<file path="config.mk">
export PLATFORM = sky130hd
export DESIGN_NAME = midpoint_ellipse_rasterizer_core_flat
export DESIGN_NICKNAME = d
export VERILOG_FILES = /design/src/hdl/mer_pkg.sv /design/src/hdl/mer_in_if.sv /design/src/hdl/mer_out_if.sv /design/src/hdl/mer_dp.sv /design/src/hdl/mer_ctrl.sv /design/src/hdl/midpoint_ellipse_rasterizer_core.sv /design/src/flat_wrapper.sv
export SDC_FILE = /design/constraint.sdc
export NUM_CORES = 2
export LEC_CHECK = 0
export ABC_CLOCK_PERIOD_IN_PS = 31600
export BUFFER_PORTS_ARGS = -buffer_cell sky130_fd_sc_hd__clkbuf_2
export CAP_MARGIN = 20
export CORE_AREA = 2 2 381 383
export DETAILED_ROUTE_END_ITERATION = 16
export DIE_AREA = 0 0 383 385
export PLACE_DENSITY = 0.71
export SLEW_MARGIN = 15
export SYNTH_ARGS = -nofsm -noshare
export SYNTH_HDL_FRONTEND = slang
export SYNTH_SLANG_ARGS = --single-unit
</file>
<file path="constraint.sdc">
create_clock -name clk -period 31.6 [get_ports clk]
set_input_delay 4.74 -clock clk [delete_from_list [all_inputs] [get_ports clk]]
set_output_delay 4.74 -clock clk [all_outputs]
set_load 0.05 [all_outputs]
</file>
<file path="src/hdl/mer_pkg.sv">
`timescale 1ns / 1ps
`default_nettype none
// ----------------------------------------------------------------------------
// mer_pkg
// Shared widths, codes and the control/status bundles of the midpoint
// ellipse rasterizer.
// ----------------------------------------------------------------------------
package mer_pkg;

  localparam int CW   = 12;           // input coordinate width
  localparam int OW   = CW + 2;       // output coordinate width
  localparam int SQW  = 2 * CW;       // squared radius width
  localparam int CURW = CW + 1;       // current offset width (signed)
  localparam int MW   = 2 * CW + 4;   // multiplier operand width
  localparam int DW   = 2 * MW;       // decision / product width
  localparam int STW  = 3 * CW + 4;   // incremental term width (signed)

  localparam logic KIND_START   = 1'b0;
  localparam logic KIND_ADVANCE = 1'b1;

  typedef enum logic [2:0] {
    MUL_RX_RX,
    MUL_RY_RY,
    MUL_RX2_RY,
    MUL_SQX,
    MUL_SQY,
    MUL_RY2_TA,
    MUL_RX2_TB,
    MUL_RX2_RY2
  } mul_sel_t;

  typedef enum logic [3:0] {
    WB_NONE,
    WB_RX2,
    WB_RY2,
    WB_START,
    WB_TMPA,
    WB_TMPB,
    WB_ACC_INIT,
    WB_ACC_ADD,
    WB_R2_FIN
  } wb_sel_t;

  typedef struct packed {
    logic     load_start;
    logic     step1;
    logic     step2;
    mul_sel_t mul_sel;
    wb_sel_t  wb_sel;
    logic     load_out;
    logic     out_zero;
  } cmd_t;

  typedef struct packed {
    logic region_two;
    logic step_lt;
    logic y_le_zero;
  } status_t;

  // quarter units to whole units, truncated toward zero
  function automatic logic [DW-1:0] qtrunc(input logic [DW-1:0] q);
    logic [DW-1:0] b;
    b = q + (q[DW-1] ? DW'(3) : '0);
    return {b[DW-1], b[DW-1], b[DW-1:2]};
  endfunction

endpackage
`default_nettype wire

</file>
<file path="src/hdl/mer_in_if.sv">
`timescale 1ns / 1ps
`default_nettype none
// ----------------------------------------------------------------------------
// mer_in_if
// Input channel: start or advance beats with centre and edge point.
// ----------------------------------------------------------------------------
interface mer_in_if;
  logic                         valid;
  logic                         ready;
  logic                         kind;
  logic signed [mer_pkg::CW-1:0] center_x;
  logic signed [mer_pkg::CW-1:0] center_y;
  logic signed [mer_pkg::CW-1:0] edge_x;
  logic signed [mer_pkg::CW-1:0] edge_y;

  modport source (output valid, kind, center_x, center_y, edge_x, edge_y, input ready);
  modport sink (input valid, kind, center_x, center_y, edge_x, edge_y, output ready);
endinterface
`default_nettype wire

</file>
<file path="src/hdl/mer_out_if.sv">
`timescale 1ns / 1ps
`default_nettype none
// ----------------------------------------------------------------------------
// mer_out_if
// Result channel: four symmetric coordinates plus flags per beat.
// ----------------------------------------------------------------------------
interface mer_out_if;
  logic                         valid;
  logic                         ready;
  logic signed [mer_pkg::OW-1:0] x_plus;
  logic signed [mer_pkg::OW-1:0] x_minus;
  logic signed [mer_pkg::OW-1:0] y_plus;
  logic signed [mer_pkg::OW-1:0] y_minus;
  logic                         valid_res;
  logic                         last;

  modport source (output valid, x_plus, x_minus, y_plus, y_minus, valid_res, last,
                  input ready);
  modport sink (input valid, x_plus, x_minus, y_plus, y_minus, valid_res, last,
                output ready);
endinterface
`default_nettype wire

</file>
<file path="src/hdl/mer_dp.sv">
`timescale 1ns / 1ps
`default_nettype none
// ----------------------------------------------------------------------------
// mer_dp
// Ellipse datapath: radii, squared radii, offsets, decision and step terms,
// one shared multiplier with registered product, and the output register.
// ----------------------------------------------------------------------------
module mer_dp (
  input  wire logic                           clk,
  input  wire logic                           rst_n,
  input  wire logic signed [mer_pkg::CW-1:0]  in_center_x,
  input  wire logic signed [mer_pkg::CW-1:0]  in_center_y,
  input  wire logic signed [mer_pkg::CW-1:0]  in_edge_x,
  input  wire logic signed [mer_pkg::CW-1:0]  in_edge_y,
  input  wire mer_pkg::cmd_t                  cmd,
  output mer_pkg::status_t                    st,
  output logic signed [mer_pkg::OW-1:0]       out_x_plus,
  output logic signed [mer_pkg::OW-1:0]       out_x_minus,
  output logic signed [mer_pkg::OW-1:0]       out_y_plus,
  output logic signed [mer_pkg::OW-1:0]       out_y_minus,
  output logic                                out_valid_res,
  output logic                                out_last
);

  localparam int CW   = mer_pkg::CW;
  localparam int OW   = mer_pkg::OW;
  localparam int SQW  = mer_pkg::SQW;
  localparam int CURW = mer_pkg::CURW;
  localparam int MW   = mer_pkg::MW;
  localparam int DW   = mer_pkg::DW;
  localparam int STW  = mer_pkg::STW;

  logic signed [CW-1:0]   mid_x_r, mid_y_r;
  logic [CW-1:0]          rx_r, ry_r;
  logic [SQW-1:0]         rx2_r, ry2_r;
  logic signed [CURW-1:0] cur_x_r, cur_y_r;
  logic [DW-1:0]          dec_r, acc_r, prod_r;
  logic [STW-1:0]         stx_r, sty_r;
  logic [MW-1:0]          ta_r, tb_r;
  logic                   reg2_r;

  logic signed [OW-1:0]   xp_r, xm_r, yp_r, ym_r;
  logic                   vres_r, last_r;

  logic signed [CW:0]     dx, dy;
  logic [CW-1:0]          rx_in, ry_in;
  logic signed [CW+1:0]   ym1;
  logic [CW+1:0]          ym1_abs;
  logic [MW-1:0]          mul_a, mul_b;
  logic                   dec_neg, dec_pos;
  logic [STW-1:0]         stx_up, sty_dn;
  logic [DW-1:0]          stx_ext, sty_ext, dec_step;
  logic [DW-1:0]          start_q, prod_x4;
  logic signed [OW-1:0]   mx_ext, my_ext, cx_ext, cy_ext;
  logic                   last_now;

  // radii from the start beat
  assign dx    = {in_edge_x[CW-1], in_edge_x} - {in_center_x[CW-1], in_center_x};
  assign dy    = {in_edge_y[CW-1], in_edge_y} - {in_center_y[CW-1], in_center_y};
  assign rx_in = dx[CW] ? CW'(-dx) : dx[CW-1:0];
  assign ry_in = dy[CW] ? CW'(-dy) : dy[CW-1:0];

  assign ym1     = {cur_y_r[CURW-1], cur_y_r} - (CW+2)'(1);
  assign ym1_abs = ym1[CW+1] ? -ym1 : ym1;

  always_comb begin
    mul_a = MW'(rx_r);
    mul_b = MW'(rx_r);
    case (cmd.mul_sel)
      mer_pkg::MUL_RX_RX:   begin mul_a = MW'(rx_r);  mul_b = MW'(rx_r);  end
      mer_pkg::MUL_RY_RY:   begin mul_a = MW'(ry_r);  mul_b = MW'(ry_r);  end
      mer_pkg::MUL_RX2_RY:  begin mul_a = MW'(rx2_r); mul_b = MW'(ry_r);  end
      mer_pkg::MUL_SQX: begin
        mul_a = MW'({cur_x_r, 1'b1});
        mul_b = MW'({cur_x_r, 1'b1});
      end
      mer_pkg::MUL_SQY:     begin mul_a = MW'(ym1_abs); mul_b = MW'(ym1_abs); end
      mer_pkg::MUL_RY2_TA:  begin mul_a = MW'(ry2_r); mul_b = ta_r; end
      mer_pkg::MUL_RX2_TB:  begin mul_a = MW'(rx2_r); mul_b = tb_r; end
      mer_pkg::MUL_RX2_RY2: begin mul_a = MW'(rx2_r); mul_b = MW'(ry2_r); end
      default:              begin mul_a = MW'(rx_r);  mul_b = MW'(rx_r);  end
    endcase
  end

  assign dec_neg = dec_r[DW-1];
  assign dec_pos = !dec_neg && (|dec_r);

  assign stx_up  = stx_r + STW'({ry2_r, 1'b0});
  assign sty_dn  = sty_r - STW'({rx2_r, 1'b0});
  assign stx_ext = {{(DW-STW){stx_r[STW-1]}}, stx_r};
  assign sty_ext = {{(DW-STW){sty_r[STW-1]}}, sty_r};

  // step terms were updated in the cycle before, so these are the new values
  always_comb begin
    if (!reg2_r) begin
      dec_step = dec_r + DW'(ry2_r) + stx_ext - (dec_neg ? '0 : sty_ext);
    end else begin
      dec_step = dec_r + DW'(rx2_r) - sty_ext + (dec_pos ? '0 : stx_ext);
    end
  end

  assign prod_x4 = {prod_r[DW-3:0], 2'b00};
  assign start_q = DW'(2) + DW'({ry2_r, 2'b00}) - prod_x4 + DW'(rx2_r);

  always_ff @(posedge clk) begin
    prod_r <= mul_a * mul_b;

    if (cmd.load_start) begin
      mid_x_r <= in_center_x;
      mid_y_r <= in_center_y;
      rx_r    <= rx_in;
      ry_r    <= ry_in;
      cur_x_r <= '0;
      cur_y_r <= CURW'(ry_in);
      stx_r   <= '0;
    end

    if (cmd.step1) begin
      if (!reg2_r) begin
        cur_x_r <= cur_x_r + CURW'(1);
        stx_r   <= stx_up;
        if (!dec_neg) begin
          cur_y_r <= cur_y_r - CURW'(1);
          sty_r   <= sty_dn;
        end
      end else begin
        cur_y_r <= cur_y_r - CURW'(1);
        sty_r   <= sty_dn;
        if (!dec_pos) begin
          cur_x_r <= cur_x_r + CURW'(1);
          stx_r   <= stx_up;
        end
      end
    end

    if (cmd.step2) begin
      dec_r <= dec_step;
    end

    case (cmd.wb_sel)
      mer_pkg::WB_RX2:      rx2_r <= prod_r[SQW-1:0];
      mer_pkg::WB_RY2:      ry2_r <= prod_r[SQW-1:0];
      mer_pkg::WB_START: begin
        sty_r <= {prod_r[STW-2:0], 1'b0};
        dec_r <= mer_pkg::qtrunc(start_q);
      end
      mer_pkg::WB_TMPA:     ta_r  <= prod_r[MW-1:0];
      mer_pkg::WB_TMPB:     tb_r  <= prod_r[MW-1:0];
      mer_pkg::WB_ACC_INIT: acc_r <= DW'(2) + prod_r;
      mer_pkg::WB_ACC_ADD:  acc_r <= acc_r + prod_x4;
      mer_pkg::WB_R2_FIN:   dec_r <= mer_pkg::qtrunc(acc_r - prod_x4);
      default: ;
    endcase

    if (cmd.load_out) begin
      xp_r   <= cmd.out_zero ? '0 : mx_ext + cx_ext;
      xm_r   <= cmd.out_zero ? '0 : mx_ext - cx_ext;
      yp_r   <= cmd.out_zero ? '0 : my_ext + cy_ext;
      ym_r   <= cmd.out_zero ? '0 : my_ext - cy_ext;
      vres_r <= !cmd.out_zero;
      last_r <= !cmd.out_zero && last_now;
    end
  end

  // region flag is control state: cleared by reset and on every start
  always_ff @(posedge clk) begin
    if (!rst_n) begin
      reg2_r <= 1'b0;
    end else if (cmd.load_start) begin
      reg2_r <= 1'b0;
    end else if (cmd.wb_sel == mer_pkg::WB_R2_FIN) begin
      reg2_r <= 1'b1;
    end
  end

  assign mx_ext = {{(OW-CW){mid_x_r[CW-1]}}, mid_x_r};
  assign my_ext = {{(OW-CW){mid_y_r[CW-1]}}, mid_y_r};
  assign cx_ext = {{(OW-CURW){cur_x_r[CURW-1]}}, cur_x_r};
  assign cy_ext = {{(OW-CURW){cur_y_r[CURW-1]}}, cur_y_r};

  assign last_now = reg2_r && st.y_le_zero;

  assign st.region_two = reg2_r;
  assign st.step_lt    = $signed(stx_r) < $signed(sty_r);
  assign st.y_le_zero  = cur_y_r <= 0;

  assign out_x_plus    = xp_r;
  assign out_x_minus   = xm_r;
  assign out_y_plus    = yp_r;
  assign out_y_minus   = ym_r;
  assign out_valid_res = vres_r;
  assign out_last      = last_r;

endmodule
`default_nettype wire

</file>
<file path="src/hdl/mer_ctrl.sv">
`timescale 1ns / 1ps
`default_nettype none
// ----------------------------------------------------------------------------
// mer_ctrl
// Sequencer: accepts beats, orders the multiplies of start and region
// change, runs the step as step1 then step2 and hands results to the output register.
// ----------------------------------------------------------------------------
module mer_ctrl (
  input  wire logic             clk,
  input  wire logic             rst_n,
  input  wire logic             in_valid,
  input  wire logic             in_kind,
  output logic                  in_ready,
  input  wire logic             out_ready,
  output logic                  out_valid,
  input  wire mer_pkg::status_t st,
  output mer_pkg::cmd_t         cmd
);

  typedef enum logic [3:0] {
    ST_IDLE,
    ST_M_RX,
    ST_M_RY,
    ST_M_RXRY,
    ST_S_FIN,
    ST_SETTLE,
    ST_R2_SQX,
    ST_R2_SQY,
    ST_R2_P1,
    ST_R2_P2,
    ST_R2_P3,
    ST_R2_FIN,
    ST_STEP2,
    ST_EMIT
  } state_t;

  state_t state_r, state_nxt;
  logic   busy_r, busy_nxt;
  logic   zero_r, zero_nxt;
  logic   out_valid_r, out_valid_nxt;
  logic   accept, slot_free;

  assign in_ready  = (state_r == ST_IDLE);
  assign accept    = in_valid && in_ready;
  assign slot_free = !out_valid_r || out_ready;

  always_comb begin
    state_nxt     = state_r;
    busy_nxt      = busy_r;
    zero_nxt      = zero_r;
    out_valid_nxt = out_valid_r && !out_ready;
    cmd           = '{load_start: 1'b0, step1: 1'b0, step2: 1'b0,
                      mul_sel: mer_pkg::MUL_RX_RX, wb_sel: mer_pkg::WB_NONE,
                      load_out: 1'b0, out_zero: 1'b0};
    unique case (state_r)
      ST_IDLE: begin
        if (accept) begin
          if (in_kind == mer_pkg::KIND_START) begin
            cmd.load_start = 1'b1;
            zero_nxt       = 1'b0;
            state_nxt      = ST_M_RX;
          end else if (busy_r) begin
            cmd.step1 = 1'b1;
            zero_nxt  = 1'b0;
            state_nxt = ST_STEP2;
          end else begin
            zero_nxt  = 1'b1;
            state_nxt = ST_EMIT;
          end
        end
      end
      ST_M_RX: begin
        cmd.mul_sel = mer_pkg::MUL_RX_RX;
        state_nxt   = ST_M_RY;
      end
      ST_M_RY: begin
        cmd.mul_sel = mer_pkg::MUL_RY_RY;
        cmd.wb_sel  = mer_pkg::WB_RX2;
        state_nxt   = ST_M_RXRY;
      end
      ST_M_RXRY: begin
        cmd.mul_sel = mer_pkg::MUL_RX2_RY;
        cmd.wb_sel  = mer_pkg::WB_RY2;
        state_nxt   = ST_S_FIN;
      end
      ST_S_FIN: begin
        cmd.wb_sel = mer_pkg::WB_START;
        state_nxt  = ST_SETTLE;
      end
      ST_SETTLE: begin
        state_nxt = (!st.region_two && !st.step_lt) ? ST_R2_SQX : ST_EMIT;
      end
      ST_R2_SQX: begin
        cmd.mul_sel = mer_pkg::MUL_SQX;
        state_nxt   = ST_R2_SQY;
      end
      ST_R2_SQY: begin
        cmd.mul_sel = mer_pkg::MUL_SQY;
        cmd.wb_sel  = mer_pkg::WB_TMPA;
        state_nxt   = ST_R2_P1;
      end
      ST_R2_P1: begin
        cmd.mul_sel = mer_pkg::MUL_RY2_TA;
        cmd.wb_sel  = mer_pkg::WB_TMPB;
        state_nxt   = ST_R2_P2;
      end
      ST_R2_P2: begin
        cmd.mul_sel = mer_pkg::MUL_RX2_TB;
        cmd.wb_sel  = mer_pkg::WB_ACC_INIT;
        state_nxt   = ST_R2_P3;
      end
      ST_R2_P3: begin
        cmd.mul_sel = mer_pkg::MUL_RX2_RY2;
        cmd.wb_sel  = mer_pkg::WB_ACC_ADD;
        state_nxt   = ST_R2_FIN;
      end
      ST_R2_FIN: begin
        cmd.wb_sel = mer_pkg::WB_R2_FIN;
        state_nxt  = ST_EMIT;
      end
      ST_STEP2: begin
        // step terms are fresh here, so the region test needs no settle state
        cmd.step2 = 1'b1;
        state_nxt = (!st.region_two && !st.step_lt) ? ST_R2_SQX : ST_EMIT;
      end
      ST_EMIT: begin
        if (slot_free) begin
          cmd.load_out  = 1'b1;
          cmd.out_zero  = zero_r;
          out_valid_nxt = 1'b1;
          if (!zero_r) begin
            busy_nxt = !(st.region_two && st.y_le_zero);
          end
          state_nxt = ST_IDLE;
        end
      end
      default: state_nxt = ST_IDLE;
    endcase
  end

  always_ff @(posedge clk) begin
    if (!rst_n) begin
      state_r     <= ST_IDLE;
      busy_r      <= 1'b0;
      zero_r      <= 1'b0;
      out_valid_r <= 1'b0;
    end else begin
      state_r     <= state_nxt;
      busy_r      <= busy_nxt;
      zero_r      <= zero_nxt;
      out_valid_r <= out_valid_nxt;
    end
  end

  assign out_valid = out_valid_r;

endmodule
`default_nettype wire

</file>
<file path="src/hdl/midpoint_ellipse_rasterizer_core.sv">
`timescale 1ns / 1ps
`default_nettype none
// ----------------------------------------------------------------------------
// midpoint_ellipse_rasterizer_core
// Pull-driven axis-aligned midpoint ellipse generator, one result beat per
// input beat.
// ----------------------------------------------------------------------------
// A start beat latches the centre, takes the radii as |edge - centre| and
// returns the four points at offset (0, ry); each advance beat runs one
// midpoint step and returns the next four points, with last set on the
// final set, after which the block is idle and an advance returns an all
// zero beat with valid_res low. A start, and a step that enters region 2,
// run their multiplies in turn through the single 28x28 multiplier, which
// yields one registered product per cycle for the squared radii, the
// start terms and the region 2 decision seed. Input is taken only
// when the sequencer is idle; a finished result waits in the output
// register and the next beat is accepted meanwhile, so a stalled output
// adds cycles only when a second result is ready behind it.
// ----------------------------------------------------------------------------
module midpoint_ellipse_rasterizer_core (
  input  wire logic clk,
  input  wire logic rst_n,
  mer_in_if.sink    in_ch,
  mer_out_if.source out_ch
);

  mer_pkg::cmd_t    cmd;
  mer_pkg::status_t st;

  mer_ctrl u_ctrl (
    .clk       (clk),
    .rst_n     (rst_n),
    .in_valid  (in_ch.valid),
    .in_kind   (in_ch.kind),
    .in_ready  (in_ch.ready),
    .out_ready (out_ch.ready),
    .out_valid (out_ch.valid),
    .st        (st),
    .cmd       (cmd)
  );

  mer_dp u_dp (
    .clk           (clk),
    .rst_n         (rst_n),
    .in_center_x   (in_ch.center_x),
    .in_center_y   (in_ch.center_y),
    .in_edge_x     (in_ch.edge_x),
    .in_edge_y     (in_ch.edge_y),
    .cmd           (cmd),
    .st            (st),
    .out_x_plus    (out_ch.x_plus),
    .out_x_minus   (out_ch.x_minus),
    .out_y_plus    (out_ch.y_plus),
    .out_y_minus   (out_ch.y_minus),
    .out_valid_res (out_ch.valid_res),
    .out_last      (out_ch.last)
  );

`ifndef SYNTHESIS
  // a waiting result is never overwritten
  a_no_overwrite: assert property (@(posedge clk) disable iff (!rst_n)
    cmd.load_out |-> (!out_ch.valid || out_ch.ready))
    else $error("output register loaded while a result beat is pending");

  // last only ever marks a real point set
  a_last_valid: assert property (@(posedge clk) disable iff (!rst_n)
    (out_ch.valid && out_ch.last) |-> out_ch.valid_res)
    else $error("last flag on a beat without valid points");

  // a start always begins in region 1
  a_start_region: assert property (@(posedge clk) disable iff (!rst_n)
    (in_ch.valid && in_ch.ready && (in_ch.kind == mer_pkg::KIND_START))
      |=> !st.region_two)
    else $error("region flag not cleared by start beat");
`endif

endmodule
`default_nettype wire
</file>
<file path="src/flat_wrapper.sv">
// flat-port wrapper written by rule: the top's interface ports become plain ports
module midpoint_ellipse_rasterizer_core_flat 
  (clk, rst_n, in_ch_valid, in_ch_kind, in_ch_center_x, in_ch_center_y, in_ch_edge_x, in_ch_edge_y, in_ch_ready, out_ch_valid, out_ch_x_plus, out_ch_x_minus, out_ch_y_plus, out_ch_y_minus, out_ch_valid_res, out_ch_last, out_ch_ready);
  mer_in_if in_ch_i ();
  mer_out_if out_ch_i ();
  input  wire logic clk;
  input  wire logic rst_n;
  input wire logic [$bits(in_ch_i.valid)-1:0] in_ch_valid;
  input wire logic [$bits(in_ch_i.kind)-1:0] in_ch_kind;
  input wire logic [$bits(in_ch_i.center_x)-1:0] in_ch_center_x;
  input wire logic [$bits(in_ch_i.center_y)-1:0] in_ch_center_y;
  input wire logic [$bits(in_ch_i.edge_x)-1:0] in_ch_edge_x;
  input wire logic [$bits(in_ch_i.edge_y)-1:0] in_ch_edge_y;
  output wire logic [$bits(in_ch_i.ready)-1:0] in_ch_ready;
  output wire logic [$bits(out_ch_i.valid)-1:0] out_ch_valid;
  output wire logic [$bits(out_ch_i.x_plus)-1:0] out_ch_x_plus;
  output wire logic [$bits(out_ch_i.x_minus)-1:0] out_ch_x_minus;
  output wire logic [$bits(out_ch_i.y_plus)-1:0] out_ch_y_plus;
  output wire logic [$bits(out_ch_i.y_minus)-1:0] out_ch_y_minus;
  output wire logic [$bits(out_ch_i.valid_res)-1:0] out_ch_valid_res;
  output wire logic [$bits(out_ch_i.last)-1:0] out_ch_last;
  input wire logic [$bits(out_ch_i.ready)-1:0] out_ch_ready;
  assign in_ch_i.valid = in_ch_valid;
  assign in_ch_i.kind = in_ch_kind;
  assign in_ch_i.center_x = in_ch_center_x;
  assign in_ch_i.center_y = in_ch_center_y;
  assign in_ch_i.edge_x = in_ch_edge_x;
  assign in_ch_i.edge_y = in_ch_edge_y;
  assign in_ch_ready = in_ch_i.ready;
  assign out_ch_valid = out_ch_i.valid;
  assign out_ch_x_plus = out_ch_i.x_plus;
  assign out_ch_x_minus = out_ch_i.x_minus;
  assign out_ch_y_plus = out_ch_i.y_plus;
  assign out_ch_y_minus = out_ch_i.y_minus;
  assign out_ch_valid_res = out_ch_i.valid_res;
  assign out_ch_last = out_ch_i.last;
  assign out_ch_i.ready = out_ch_ready;
  midpoint_ellipse_rasterizer_core u_core (.clk(clk), .rst_n(rst_n), .in_ch(in_ch_i), .out_ch(out_ch_i));
endmodule
</file>
# [Yosys cells after proc, flatten, opt, wreduce, memory -nomap -nowiden]
# Index checks and enable logic that the tools add are counted.
[word_totals] out_inout_bits=60 in_bits=53 register_bits=492 word_cells=170
[classes] n_reduce_logical=29 n_eq_ne=32 mux=49 bitwise_logic=2 n_lt_le_gt_ge=2 addsub=28 n_mul=1
[op_table] op="40-bit two-way mux" count=8
[op_table] op="56-bit two-way mux" count=4
[op_table] op="56-bit case mux with 2 select lines" count=2
[op_table] op="28-bit case mux with 7 select lines" count=1
[op_table] op="56-bit by 24-bit adder with 56-bit output" count=3
[op_table] op="56-bit adder" count=3
[op_table] op="28-bit case mux with 6 select lines" count=1
[op_table] op="56-bit subtractor" count=3
[op_table] op="56-bit by 2-bit adder with 56-bit output" count=2
[op_table] op="13-bit two-way mux" count=8
[op_table] op="2-bit by 56-bit adder with 56-bit output (first input constant)" count=1
[op_table] op="28-bit by 28-bit multiplier with 56-bit output" count=1
[op_table] op="56-bit OR reduction" count=1
[op_table] op="27-bit by 56-bit subtractor with 56-bit output" count=1
[op_table] op="4-bit case mux with 13 select lines" count=1
[op_table] op="40-bit by 25-bit adder with 40-bit output" count=1
[op_table] op="40-bit less-than comparator" count=1
[op_table] op="40-bit by 25-bit subtractor with 40-bit output" count=1
[op_table] op="4-bit by 3-bit equality test with 1-bit output (second input constant)" count=8
[op_table] op="4-bit case mux with 8 select lines" count=1
[op_table] op="12-bit by 13-bit adder with 14-bit output" count=2
[op_table] op="4-bit equality test (second input constant)" count=7
[op_table] op="12-bit by 13-bit subtractor with 14-bit output" count=2
[op_table] op="2-bit by 26-bit adder with 27-bit output (first input constant)" count=1
[op_table] op="other kinds (33)" count=79

# [Depth between registers and ports, before layout]
[logic_depth] depth_word=8 ltp_mapped=45 ltp_nobuf=43

# [Cells and area by module]
# Synthesis repeated with hierarchy kept, for this count alone.
[unflattened] cells_unflattened=8465 hier_area_um2=71931.5
[modules_own_cells] module="mer_dp" cells_per_inst=8384 area_per_inst_um2=71255.8 seq_area_each_um2=13232.7 instances=1
[modules_own_cells] module="mer_ctrl" cells_per_inst=81 area_per_inst_um2=675.6 seq_area_each_um2=140.1 instances=1

# [Least setup slack after synthesis]
# OpenSTA, ideal clock, no wires.
[synth_timing] kind="register to register" from="register u_core.u_ctrl.state_r[3]" to="register u_core.u_dp.prod_r[53]" synth_period_minus_slack_ps=12336 setup_slack_ps=19264 stages_incl_launch_ff=39 path_buffers=6 t_required_ps=31480 setup_ps=120 t_arrival_ps=12216 cell_sequence="dfxtp_1 clkbuf_1 nand2_1 clkbuf_1 a21oi_1 or2_2 clkbuf_1 clkbuf_1 buf_1 a22o_1 clkbuf_1 nand2_1 fa_1 inv_1 fa_1 inv_1 fa_1 fa_1 [... 3 more ...] inv_1 fa_1 inv_1 ha_1 a21o_1 a21o_1 a21o_1 a21o_1 a2111oi_0 o31ai_1 a41oi_1 nor2b_1 a21oi_1 a41o_1 a211o_1 a21oi_1 o21ai_0 xnor2_1"
[synth_via] elab_chain_len=6 word_cells_on_any_way=21 cone_classes="mul: 1; eq/ne: 14; mux: 3; reduce/logical: 3"
[synth_rtl] element="start, declared" line="mer_ctrl.sv:37" source="state_t state_r, state_nxt;"
[synth_rtl] element="start signal, assigned" line="mer_ctrl.sv:148" source="state_r <= state_nxt;"
[synth_rtl] element="4-bit equality test, or another cell as far along" line="mer_ctrl.sv:55" source="unique case (state_r)"
[synth_rtl] element="3-bit case mux with 7 select lines *" line="mer_ctrl.sv:55"
[synth_rtl] element="3-bit equality test, or another cell as far along" line="mer_dp.sv:69" source="case (cmd.mul_sel)"
[synth_rtl] element="3-bit OR reduction (no source line) / 2-bit OR reduction (equally long branches)"
[synth_rtl] element="28-bit case mux with 6 select lines / 28-bit case mux with 7 select lines (equally long branches)" line="mer_dp.sv:69"
[synth_rtl] element="28-bit by 28-bit multiplier with 56-bit output *" line="mer_dp.sv:106" source="prod_r <= mul_a * mul_b;"
[synth_rtl] element="end signal, assigned" line="mer_dp.sv:106"
[synth_rtl] element="end, declared" line="mer_dp.sv:37" source="logic [DW-1:0] dec_r, acc_r, prod_r;"
# Every way passes the cells marked *; elsewhere a longest branch is shown, timed or not. The select of a mux whose other input is x is not followed.
# A chain may end at the register's enable or synchronous reset.

# [Worst setup path after layout]
[layout_timing] from="register u_core.u_dp.cur_y_r[0]" to="register u_core.u_dp.prod_r[53]"
[layout_via] elab_chain_len=5 word_cells_on_any_way=6 cone_classes="add/sub: 2; mul: 1; mux: 3"
[layout_rtl] element="start, declared" line="mer_dp.sv:36" source="logic signed [CURW-1:0] cur_x_r, cur_y_r;"
[layout_rtl] element="start signal, assigned" line="mer_dp.sv:114" source="cur_y_r <= CURW'(ry_in);"
[layout_rtl] element="start signal, assigned" line="mer_dp.sv:123" source="cur_y_r <= cur_y_r - CURW'(1);"
[layout_rtl] element="start signal, assigned" line="mer_dp.sv:127" source="cur_y_r <= cur_y_r - CURW'(1);"
[layout_rtl] element="13-bit by 2-bit subtractor with 14-bit output *" line="mer_dp.sv:63" source="assign ym1 = {cur_y_r[CURW-1], cur_y_r} - (CW+2)'(1);"
[layout_rtl] element="14-bit negator" line="mer_dp.sv:64" source="assign ym1_abs = ym1[CW+1] ? -ym1 : ym1;"
[layout_rtl] element="14-bit two-way mux *" line="mer_dp.sv:64"
[layout_rtl] element="28-bit case mux with 7 select lines / 28-bit case mux with 6 select lines (equally long branches)" line="mer_dp.sv:69"
[layout_rtl] element="28-bit by 28-bit multiplier with 56-bit output *" line="mer_dp.sv:106"
# Marked as above.

==> results.cfg <==
[status]
status = finished, final reports clean

[timing]
slew_viol_final = 0
max_slew_margin_pct = 18.8
min_period_over_period_pct = 40.4
max_freq_mhz = 78.3
final.setup.tns_ns = 0
worst_slew_pin_slew_ns = 1.18
finalClockSkew_ns = 0.0834
fin_crit_ns = 12.77
hold_viol_final = 0
rsz0062_at_grt = no
setup_viol = 0

[floorplan]
io_pins = 113
core_area_um2 = 143000
row_count = 139
start_util_pct = 49.8
die_w_um = 383
fp.dieH_um = 385
die_area_um2 = 147000

[synth]
synth_seq_cells = 488
synth_nets = 9997
ys.flop_type = edfxtp_1
syn-cell-area_um2 = 71300
synth_top_family_by_area = adder cells
synth-xor-area-share_pct = 6.88
ys_warn_count = 0
async_flop_share_pct = 0
muxShareOfSynthArea_pct = 0.328
synth_cell_types = 103
syn_inst = 8490
synthAdderAreaFrac_pct = 33.5
yosys.area_share.simple_pct = 15.8
yosys.area.top_type = fa_1
synth_area_leaders = fa_1, edfxtp_1, ha_1, inv_1, xnor2_1
synth_compound_area_share_pct = 15.4
synth-edff-count = 360
syn_area_per_cell_um2 = 8.40
synth_seq_area_share_pct = 18.8
yosys.area.top_type_share_pct = 21.3

[worst_setup_path]
critPathSlowestCell = a221oi_1
critPathMaxFanout = 11
critPathKind = register to register
reg2reg_to = u_core.u_dp.prod_r[53]$_DFF_P_
max_stage_delay_ns = 0.92
critPathLaunchType = register
rrSetupSlack_ns = 18.83
reg2reg_depth = 37
cp_data_required_time_ns = 32.12
timing.rr.start = u_core.u_dp.cur_y_r[0]$_DFF_P_
arrival_ns = 13.28
cp_common_cell = fa_1
crit_path_end_kind = register

[clock_network]
cts.path.max_buffers = 3
numCtsBuffers = 56
cts_max_level = 2
ctsResizeCount = 0
cts_tree = built
clkSlewWorstSetupHoldPaths_ns = 0.07
cts_setup_buffers = 0
cts-root-buf = clkbuf_16
cts_sinks = 488
clock_latency_ns = 0.71
ctsHoldBuffers = 0

[route]
drt_iter0_markers = 5628
vias = 61100
final_antenna_net_count = 0
drc = 0
drt_wl_total_mm = 232
viasPerCell = 5.86
first_pass_iters = 7
wl_per_cell_um = 22.2

[hold_path]
min_to = u_core.u_dp.stx_r[36]$_DFF_P_
hp-start = u_core.u_dp.stx_r[36]$_DFF_P_
holdPathStages = 1
min_path_type = register to register

[global_routing]
grt_pass1_vias = 60600
grt.overflow.total = 0
antenna_found_initial = 3
track_usage_pct = 31.2
grt_pass1_wl_mm = 356
grt_start_max_net_pins = 86

[placement]
hpwl_mm = 190
portBuffers = 112
place_congestion = 1.02
dp_cells = 10300

[cells_and_area]
final_core_util_pct = 53.2
nNetsFinal = 9983
synthToLayoutAreaGrowth_pct = 6.78
final_cells = 10400
drive_gt1_share_pct = 4.95

[job]
cap_violations = 0
[routing by layer]
layer	track usage (%)	part of all wire, %
met5	0	0
met4	11.0	4.1
met3	4.63	9.1
met2	50.4	45
met1	42.7	42
[placed cells by master, fill, tap and decap left out, drive strengths merged, types with 21 or more instances in the layout]
cell and instances:
a31oi 59, o21bai 79, nand2 828, a21oi 481, xor2 130, ha 694, a21boi 21, edfxtp 360
nor2 809, clkbuf 184, dfxtp 128, nand4 77, or3 30, nor2b 64, fa 760, nor3 143
o221ai 28, a22oi 67, xnor2 430, inv 1464, a22o 22, o21ai 452, o211ai 42, nor4 44
a211oi 38, a21o 163, and3 75, and2 58, o21a 52, nand3 168, nand2b 84, buf 119
o31ai 35
[sequential cells by signal, summed over array words and instances (netlist names), 28 cells and up]
name / count
u_core.u_dp.dec_r: 56
u_core.u_dp.prod_r: 55
u_core.u_dp.tb_r: 28
u_core.u_dp.acc_r: 56
u_core.u_dp.ta_r: 28
u_core.u_dp.stx_r: 40
u_core.u_dp.sty_r: 39
[critical path, delay by kind of cell (launching register included)]
kind	cells	cell delay (ns)
fa+ha+maj	8	3.72
buf+inv	5	0.40
xor+xnor	2	0.24
simple gates	9	2.94
flops	1	0.44
compound gates	13	4.83
[area by class of cell]
class	count	area, um^2
Fill cell	13300	67000
Multi-Input combinational cell	6240	51300
Sequential cell	488	13400
Inverter	1459	5480
Tap cell	1903	2380
Clock buffer	72	1540
Timing Repair Buffer	231	1490
Clock inverter	34	497
Antenna cell	1	2.50
[worst max-delay path by stage]
stage	start	to	slack (ns)	cells after the start
5_1_grt	u_core.u_dp.cur_y_r[0]$_DFF_P_	u_core.u_dp.prod_r[53]$_DFF_P_	18.06	37
2_1_floorplan	u_core.u_ctrl.state_r[3]$_SDFFE_PN0P_	u_core.u_dp.prod_r[53]$_DFF_P_	19.26	38
4_1_cts	u_core.u_dp.cur_y_r[0]$_DFF_P_	u_core.u_dp.prod_r[53]$_DFF_P_	19.05	37
3_5_place_dp	u_core.u_dp.cur_y_r[0]$_DFF_P_	u_core.u_dp.prod_r[53]$_DFF_P_	19.18	37
3_3_place_gp	u_core.u_dp.cur_y_r[0]$_DFF_P_	u_core.u_dp.prod_r[53]$_DFF_P_	19.40	37
6_report	u_core.u_dp.cur_y_r[0]$_DFF_P_	u_core.u_dp.prod_r[53]$_DFF_P_	18.83	37
[metrics by stage]
| stage | worst slack [ns] | hold WS [ns] | instance area [um^2] |
|---|---|---|---|
| 4_1_cts | 19.05 | 0.526 | 76100 |
| 3_5_place_dp | 19.18 | 0.516 | 74000 |
| 5_1_grt | 18.06 | 0.546 | 76100 |
| 6_report | 18.83 | 0.531 | 76100 |
| 2_1_floorplan | 19.26 | 0.450 | 71300 |
| 3_3_place_gp | 19.40 | 0.505 | 74000 |
[synth_stat cells, types with 15 or more instances]
library cell and n:
and2_1 58, a21boi_0 20, a22oi_1 67, o211ai_1 42
dfxtp_1 128, buf_2 20, a211oi_1 38, buf_1 25
nand3_1 166, o21bai_1 78, nor2_1 808, a211o_1 15
mux2i_1 20, fa_1 760, ha_1 694, o22ai_1 17
a21o_1 163, or2_2 18, o21ai_0 434, o21a_1 52
nor3_1 139, xnor2_1 430, inv_1 1455, nor2b_1 63
xor2_1 130, a22o_1 22, a21oi_1 479, o31ai_1 35
nand4_1 77, o21ai_1 17, nand2_1 827, o221ai_1 27
a31oi_1 59, or3_1 30, edfxtp_1 360, and3_1 75
clkbuf_1 252, nand2b_1 83, nor4_1 42
[logic make-up after synthesis]
family	after synthesis
AO/OA/AOI/OAI	1729
XOR/XNOR	560
adder cells (fa/ha/maj)	1454
buffers and inverters	1762
flip-flops	488
multiplexers	23
AND/OR/NAND/NOR	2474
Power is not shown: default switching activity piles up to over one toggle a cycle in this logic, so the estimate is an artifact.
